--- src/rtl/meg_pkg.sv ---
// Shared types and constants of the modem escape guard detector.
`default_nettype none

package meg_pkg;

	localparam int unsigned MODE_W     = 2;
	localparam int unsigned BYTE_W     = 8;
	localparam int unsigned TIME_W     = 32;
	localparam int unsigned UNITS_W    = 8;
	localparam int unsigned GUARD_MS_W = 13;
	localparam int unsigned COUNT_W    = 2;
	localparam int unsigned APB_ADDR_W = 3;
	localparam int unsigned APB_DATA_W = 32;

	localparam logic [GUARD_MS_W-1:0] GUARD_MS_PER_UNIT = 13'd20;
	localparam logic [COUNT_W-1:0]    ESC_RUN_LENGTH    = 2'd3;
	localparam logic [BYTE_W-1:0]     ESC_RESET_CHAR    = 8'd43;
	localparam logic [UNITS_W-1:0]    GUARD_RESET_UNITS = 8'd50;

	// Register index, taken from paddr[2].
	localparam logic REG_ESCAPE_CHAR = 1'b0;
	localparam logic REG_GUARD_UNITS = 1'b1;

	typedef enum logic [MODE_W-1:0] {
		MODE_DATA  = 2'd0,
		MODE_TICK  = 2'd1,
		MODE_ENTER = 2'd2
	} mode_t;

	typedef struct packed {
		logic [BYTE_W-1:0]  escape_char;
		logic [UNITS_W-1:0] guard_units;
	} cfg_t;

	typedef struct packed {
		logic [MODE_W-1:0] mode;
		logic [BYTE_W-1:0] data_byte;
		logic [TIME_W-1:0] time_ms;
	} item_t;

	typedef struct packed {
		logic              forward_valid;
		logic [BYTE_W-1:0] forward_byte;
		logic              escape_done;
		logic              in_data_mode;
	} result_t;

endpackage

`default_nettype wire

--- src/rtl/meg_cfg.sv ---
// APB register block holding the escape character and the guard time.
`default_nettype none

module meg_cfg import meg_pkg::*; (
	input  wire logic                  clk,
	input  wire logic                  arst_n,
	input  wire logic                  psel,
	input  wire logic                  penable,
	input  wire logic                  pwrite,
	input  wire logic [APB_ADDR_W-1:0] paddr,
	input  wire logic [APB_DATA_W-1:0] pwdata,
	output logic      [APB_DATA_W-1:0] prdata,
	output logic                       pready,
	output cfg_t                       cfg
);

	logic [BYTE_W-1:0]  escape_char_q;
	logic [UNITS_W-1:0] guard_units_q;
	logic               wr_en;

	assign pready = 1'b1;
	assign wr_en  = psel && penable && pwrite && pready;

	always_ff @(posedge clk or negedge arst_n) begin
		if (!arst_n) begin
			escape_char_q <= ESC_RESET_CHAR;
			guard_units_q <= GUARD_RESET_UNITS;
		end else if (wr_en) begin
			unique case (paddr[2])
				REG_ESCAPE_CHAR: escape_char_q <= pwdata[BYTE_W-1:0];
				REG_GUARD_UNITS: guard_units_q <= pwdata[UNITS_W-1:0];
				default: ;
			endcase
		end
	end

	always_comb begin
		unique case (paddr[2])
			REG_ESCAPE_CHAR: prdata = APB_DATA_W'(escape_char_q);
			REG_GUARD_UNITS: prdata = APB_DATA_W'(guard_units_q);
			default:         prdata = '0;
		endcase
	end

	assign cfg.escape_char = escape_char_q;
	assign cfg.guard_units = guard_units_q;

endmodule

`default_nettype wire

--- config.mk ---
export PLATFORM = sky130hd
export DESIGN_NAME = meg_cfg
export DESIGN_NICKNAME = d
export VERILOG_FILES = /design/src/rtl/meg_pkg.sv /design/src/rtl/meg_cfg.sv
export SDC_FILE = /design/constraint.sdc
export NUM_CORES = 1
export LEC_CHECK = 0
export ABC_AREA = 1
export BUFFER_PORTS_ARGS = -buffer_cell sky130_fd_sc_hd__buf_2
export CAP_MARGIN = 20
export CORE_UTILIZATION = 29
export CTS_CLUSTER_SIZE = 24
export DETAILED_ROUTE_END_ITERATION = 6
export GPL_TIMING_DRIVEN = 0
export PLACE_DENSITY = 0.8
export SYNTH_ARGS = -nofsm -noshare
export SYNTH_HDL_FRONTEND = slang
export SYNTH_SLANG_ARGS = --single-unit
--- constraint.sdc ---
create_clock -name clk -period 1.05 [get_ports clk]
set_input_delay 0.2625 -clock clk [delete_from_list [all_inputs] [get_ports clk]]
set_output_delay 0.2625 -clock clk [all_outputs]
set_load 0.05 [all_outputs]
==> results.cfg, run 1 <==
[run_status]
status = complete, but fails checks
violations = setup timing

[detailed_routing]
via_per_inst = 3.958
dr.pass1.iters = 4
avgRoutedWirePerCell_um = 10.51
ant_nets = 0
vias = 938
drt-initial-drc-count = 45
route.final.wire_length_mm = 2.491
drc_errors = 0

[worst_setup_path]
slowest_delay_ns = 0.58
cp_num_buf_inv = 1
worst_setup_path_start_kind = flip-flop
timing.rr.start = escape_char_q[5]
r2r_cells = 4
cpMaxStageDelayCell = dfstp_2
cp.required_ns = 0.79
crit_path_end_kind = output port
ff2ff_setup_slack_ns = 0.15
crit_chain = nand2_2, nand2_4, buf_8
reg2reg_to = escape_char_q[5]
path_max_fanout = 3
crit_type = reg2out
crit_arrival_ns = 1.13
critical_path.top_delay_family = flip-flops

[yosys]
yosysTopAreaCell = dfrtp_1
ys.flop_type = dfrtp_1
synth_edf_count = 0
syn_avg_cell_area_um2 = 7.667
syn_inst = 125
yosysMostFrequentCell = nand2_1
synthesis.area_um2 = 958.4
ys_types = 11
yosysTopAreaCellShare = 0.2350
synthTopCellsByCount = 57 x nand2_1, 26 x buf_4, 16 x nand3_1
seq_area_frac_synth = 0.4269
synth-async-reset-ratio = 1.000
ys.warnings.count = 0
synth_area_leaders = dfrtp_1 23%, nand2_1 22%, buf_4 20%, dfstp_2 19%, nand3_1 8.4%
synth_seq_cells = 16

[clocking]
clock-root-buffer = clkbuf_4
cts_buffers = 3
ctsHtreeMaxLevel = 1
cts.path.max_buffers = 2
cts_tree = built
clk_latency_ns = 0.29
cts.sinks = 16
clk_pin_slew_ns = 0.10

[floorplan]
ios = 89
fp.dieW_um = 59.49
num_rows = 20
coreArea_um2 = 3103
initial_core_util = 0.3089
dieArea_um2 = 3539
die_y_um = 59.49

[place]
io_buffers = 36
pre_cts_ws_ns = -0.2886
gp_congestion = 0.7888
placed_area_um2 = 1434
dpl.hpwl_mm = 1.797

[hold_path]
holdPathStages = 3
min_path_type = in2reg
hold_end = escape_char_q[5]
min_from = pwdata[5]

[grt]
grt.total_usage = 0.1593
grt_pass1_wl_mm = 4.077
grt_pass1_vias = 936
antenna_found_initial = 0
grt_overflow = 0
grt_max_degree = 17

[layout]
drive_gt1_frac = 0.5751
fin_util = 0.5403
final_nets = 234
area_delta_synth_final_pct = 74.93
n_antenna_cell = 0
design_area_um2 = 1677

[timing]
hold_violations = 0
skew_ns = 0
fin_ws_ns = -0.3411
holdWs_ns = 0.1821
rsz0062_at_grt = yes
fmax_mhz = 718.8
setup_viol_count_final = 24
period_needed_ns = 1.391
min_period_over_period = 1.325
drv_slew = 0

[power]
power_leakage_uw = 0.0009066
power_per_cell_area_nw_per_um2 = 1803
peakVddDrop_uv = 723.8

[flow_run]
drv_cap = 0
report_power, final:
part / internal, µW / switching, µW
sequential: 783 / 123
combinational: 625 / 1140
clock: 148 / 203
cells by family after synthesis:
kind of cell           Yosys count  share of synthesized area
other                            2                   0.007836
flip-flops                      16                     0.4269
AND/OR/NAND/NOR                 76                     0.3381
buffers and inverters           31                     0.2272
state kept, by name (all words and copies together) (netlist names):
signal,flops
escape_char_q,8
guard_units_q,8
worst register-to-register path: stages, from the launching register on:
cell and delay (ns):
dfstp_2 0.56, buf_6 0.10, buf_4 0.09, nand2_1 0.04, nand2_1 0.06
worst max-delay path by stage:
stage | startpoint | cells past startpoint | end
after floorplan | escape_char_q[0] | 2 | prdata[0]
after global placement | paddr[2] | 6 | prdata[4]
after detailed placement | paddr[2] | 6 | prdata[4]
after CTS | guard_units_q[1] | 3 | prdata[1]
after global routing | guard_units_q[4] | 3 | prdata[4]
final | escape_char_q[0] | 3 | prdata[0]
repair_timing:
item / in CTS / in global routing
hold buffers: 1 / 0
pin swaps: 8 / 3
buffers inserted: 4 / 0
resized for setup: 52 / 4
setup endpoints to repair: 24 / 24
endpoints found under the hold margin: 9 / 0
cells in the final DEF (no fill, tap or decap):
cell type      netlist  layout
nor2_4               1       1
buf_2                3      12
nand2_1             57      38
conb_1               2      25
nand4_2              1       1
nand3_1             16      16
dfstp_2              7       7
buf_6                0      15
dlygate4sd3_1        0       1
nand4_1              1       1
inv_2                2       1
nand2_2              0       9
clkbuf_4             0       3
inv_6                0       1
clkbuf_1             0       1
buf_4               26      32
dfrtp_2              0       9
buf_8                0      10
nand2_8              0       2
nand2_4              0       8
final cells by class:
cell class	count	area [µm²]
sequential	16	420.4
timing repair buffer	41	396.6
tap	44	55.05
buffer	29	232.7
fill	301	1426
inverter	2	12.51
multi-input combinational	101	533.0
clock buffer	4	26.28
stage by stage:
step,setup TNS (ns),std cells,power [µW]
floorplan,-0.8265,148,2083
global placement,-2.202,228,2317
detailed placement,-2.186,228,2335
CTS,-5.536,237,3022
global route,-6.287,237,3185
finish,-5.250,237,3022
routing by layer:
layer  global-route usage  share of wire
met5                    0              0
met4              0.05980          0.010
met1               0.1989           0.43
met2               0.2745           0.51
met3              0.02620          0.053
Power figures use the tool's default switching activity.
==> inputs of run 2 (changes only) <==
Settings changed: ABC_AREA 1 to default, BUFFER_PORTS_ARGS -buffer_cell sky130_fd_sc_hd__buf_2 to -buffer_cell sky130_fd_sc_hd__buf_4, PLACE_DENSITY 0.8 to 0.81.
==> run 2 against run 1 <==
  * The flow still finishes with violations (setup timing)
  * Global-route usage is 3.9 points lower
  * Clock skew unchanged
  * Core utilization is 0.48 points higher
  * Largest cell class unchanged
  * Highest routed layer unchanged
==> results.cfg, run 2 <==
[yosys]
yosysMostFrequentCell = buf_4
synth_area_leaders = mux2_2 29%, dfrtp_1 24%, buf_4 20%, dfstp_2 20%, nand4b_4 2.6%
synth_edf_count = 0
yosysTopAreaCell = mux2_2
synth_seq_cells = 16
yosysTopAreaCellShare = 0.2903
ys_types = 8
synthesis.area_um2 = 930.9
ys.flop_type = dfrtp_1
synth-async-reset-ratio = 1.000
syn_inst = 70
synthTopCellsByCount = 25 x buf_4, 24 x mux2_2, 9 x dfrtp_1
ys.warnings.count = 0
syn_avg_cell_area_um2 = 13.30
seq_area_frac_synth = 0.4395

[power]
power_leakage_uw = 0.0008526
pwr-share-clk = 0.094
pwr-share-comb = 0.640
peakVddDrop_uv = 1143
switchingPower_uw = 1564
p_seq_frac = 0.266
internal_power_uw = 1911
swShare = 0.4501
power_per_cell_area_nw_per_um2 = 2088

[timing]
fin_ws_ns = -0.3441
fmax_mhz = 717.3
min_period_over_period = 1.328
skew_ns = 0
period_needed_ns = 1.394
setup_viol_count_final = 24
tns_ns = -5.732
rsz0062_at_grt = yes
hold_violations = 0
drv_slew = 0

[clocking]
clk_latency_ns = 0.28
cts_tree = built
cts.path.max_buffers = 2
cts_buffers = 3
cts.sinks = 16
clk_pin_slew_ns = 0.09
ctsHtreeMaxLevel = 1
clock-root-buffer = clkbuf_4

[worst_setup_path]
crit_type = reg2out
crit_path_end_kind = output port
cp.required_ns = 0.79
path_max_fanout = 3
worst_setup_path_start_kind = flip-flop
crit_arrival_ns = 1.13
ff2ff_setup_slack_ns = 0.13

[run_status]
status = complete, but fails checks
violations = setup timing

[detailed_routing]
via_per_inst = 3.633
drt-initial-drc-count = 2
drc_errors = 0
ant_nets = 0
dr.pass1.iters = 2
vias = 683
avgRoutedWirePerCell_um = 10.91
route.final.wire_length_mm = 2.052

[grt]
grt.total_usage = 0.1207
grt_pass1_wl_mm = 3.022
antenna_found_initial = 0
grt_overflow = 0
grt_pass1_vias = 681
grt_max_degree = 17

[flow_run]
drv_cap = 0

[layout]
nFillCells = 275
fin_util = 0.5451
final_nets = 185
final_cell_mix = 40 x buf_4, 25 x conb_1, 17 x buf_6
final_common_cell = buf_4
n_antenna_cell = 0
area_delta_synth_final_pct = 78.76
drive_gt1_frac = 0.7917
reg_top3 = escape_char_q: 8 flops, guard_units_q: 8 flops

[floorplan]
num_rows = 20
dieArea_um2 = 3440
fp.dieW_um = 58.66
ios = 89
die_y_um = 58.66
coreArea_um2 = 3053
initial_core_util = 0.3049

[place]
io_buffers = 36
gp_congestion = 0.6160
dpl.hpwl_mm = 1.446

[hold_path]
min_path_type = in2reg
run 2: area by class of cell:
type / instances / area, µm² / area share
clock buffers: 4 / 26.28 / 0.01579
well taps: 44 / 55.05 / 0.03308
flip-flops and latches: 16 / 416.7 / 0.2504
repair buffers: 47 / 528.0 / 0.3173
multi-input cells: 51 / 439.2 / 0.2639
plain buffers: 26 / 198.9 / 0.1195
run 2: logic make-up (layout without fill, tap and decap cells):
family	Yosys count	count (layout)	synth area share
AND/OR/NAND/NOR	2	2	0.04838
multiplexers	24	24	0.2903
other	2	25	0.008068
flip-flops	16	16	0.4395
buffers and inverters	26	77	0.2137
run 2: per-stage QoR:
step                      setup slack [ns]  total power [µW]  instance area [µm²]  instances  hold slack (ns)
final                              -0.3441              3474                 1664        188           0.2237
after global routing               -0.3891              3615                 1664        188           0.2062
after CTS                          -0.3509              3393                 1615        186           0.2105
after detailed placement           -0.1410              2668                 1380        173           0.1305
after global placement             -0.1332              2626                 1380        173           0.1225
after floorplan                    -0.1916              2224                 1055         93         -0.03309
run 2: layer usage:
layer	GRT usage	share of wire	up-vias
met1	0.1034	0.32	316
met4	0.03061	0.0093	0
met3	0.02637	0.044	2
met5	0	0	-
li1	-	-	337
met2	0.2677	0.62	28
run 2: repair_timing:
action | in CTS | in global routing
setup buffers | 8 | 4
gates resized for setup | 37 | 11
endpoints found under the hold margin | 9 | 0
hold buffers | 1 | 0
setup endpoints to repair | 24 | 24
run 2: power by group through the flow:
stage                     clock [µW]  combinational (µW)  sequential, µW
after CTS                        344                2130             915
after global routing             380                2300             937
after floorplan                    0                 821            1400
after global placement             0                1720             906
final                            326                2220             925
after detailed placement           0                1740             929
run 2: critical path: stages (launching register included):
cell,delay (ns)
dfstp_2,0.56
mux2_4,0.16
buf_8,0.14
run 2: path summary, 6_finish.rpt:
path                                        from          endpoint  cells after the start
worst min-delay path                   pwdata[5]  guard_units_q[5]                      2
worst max-delay path            escape_char_q[0]         prdata[0]                      2
min in group asynchronous                 arst_n  guard_units_q[3]                      2
max in group asynchronous                 arst_n  escape_char_q[1]                      2
worst max register to register  guard_units_q[7]  guard_units_q[7]                      2
worst min register to register  guard_units_q[6]  guard_units_q[6]                      1
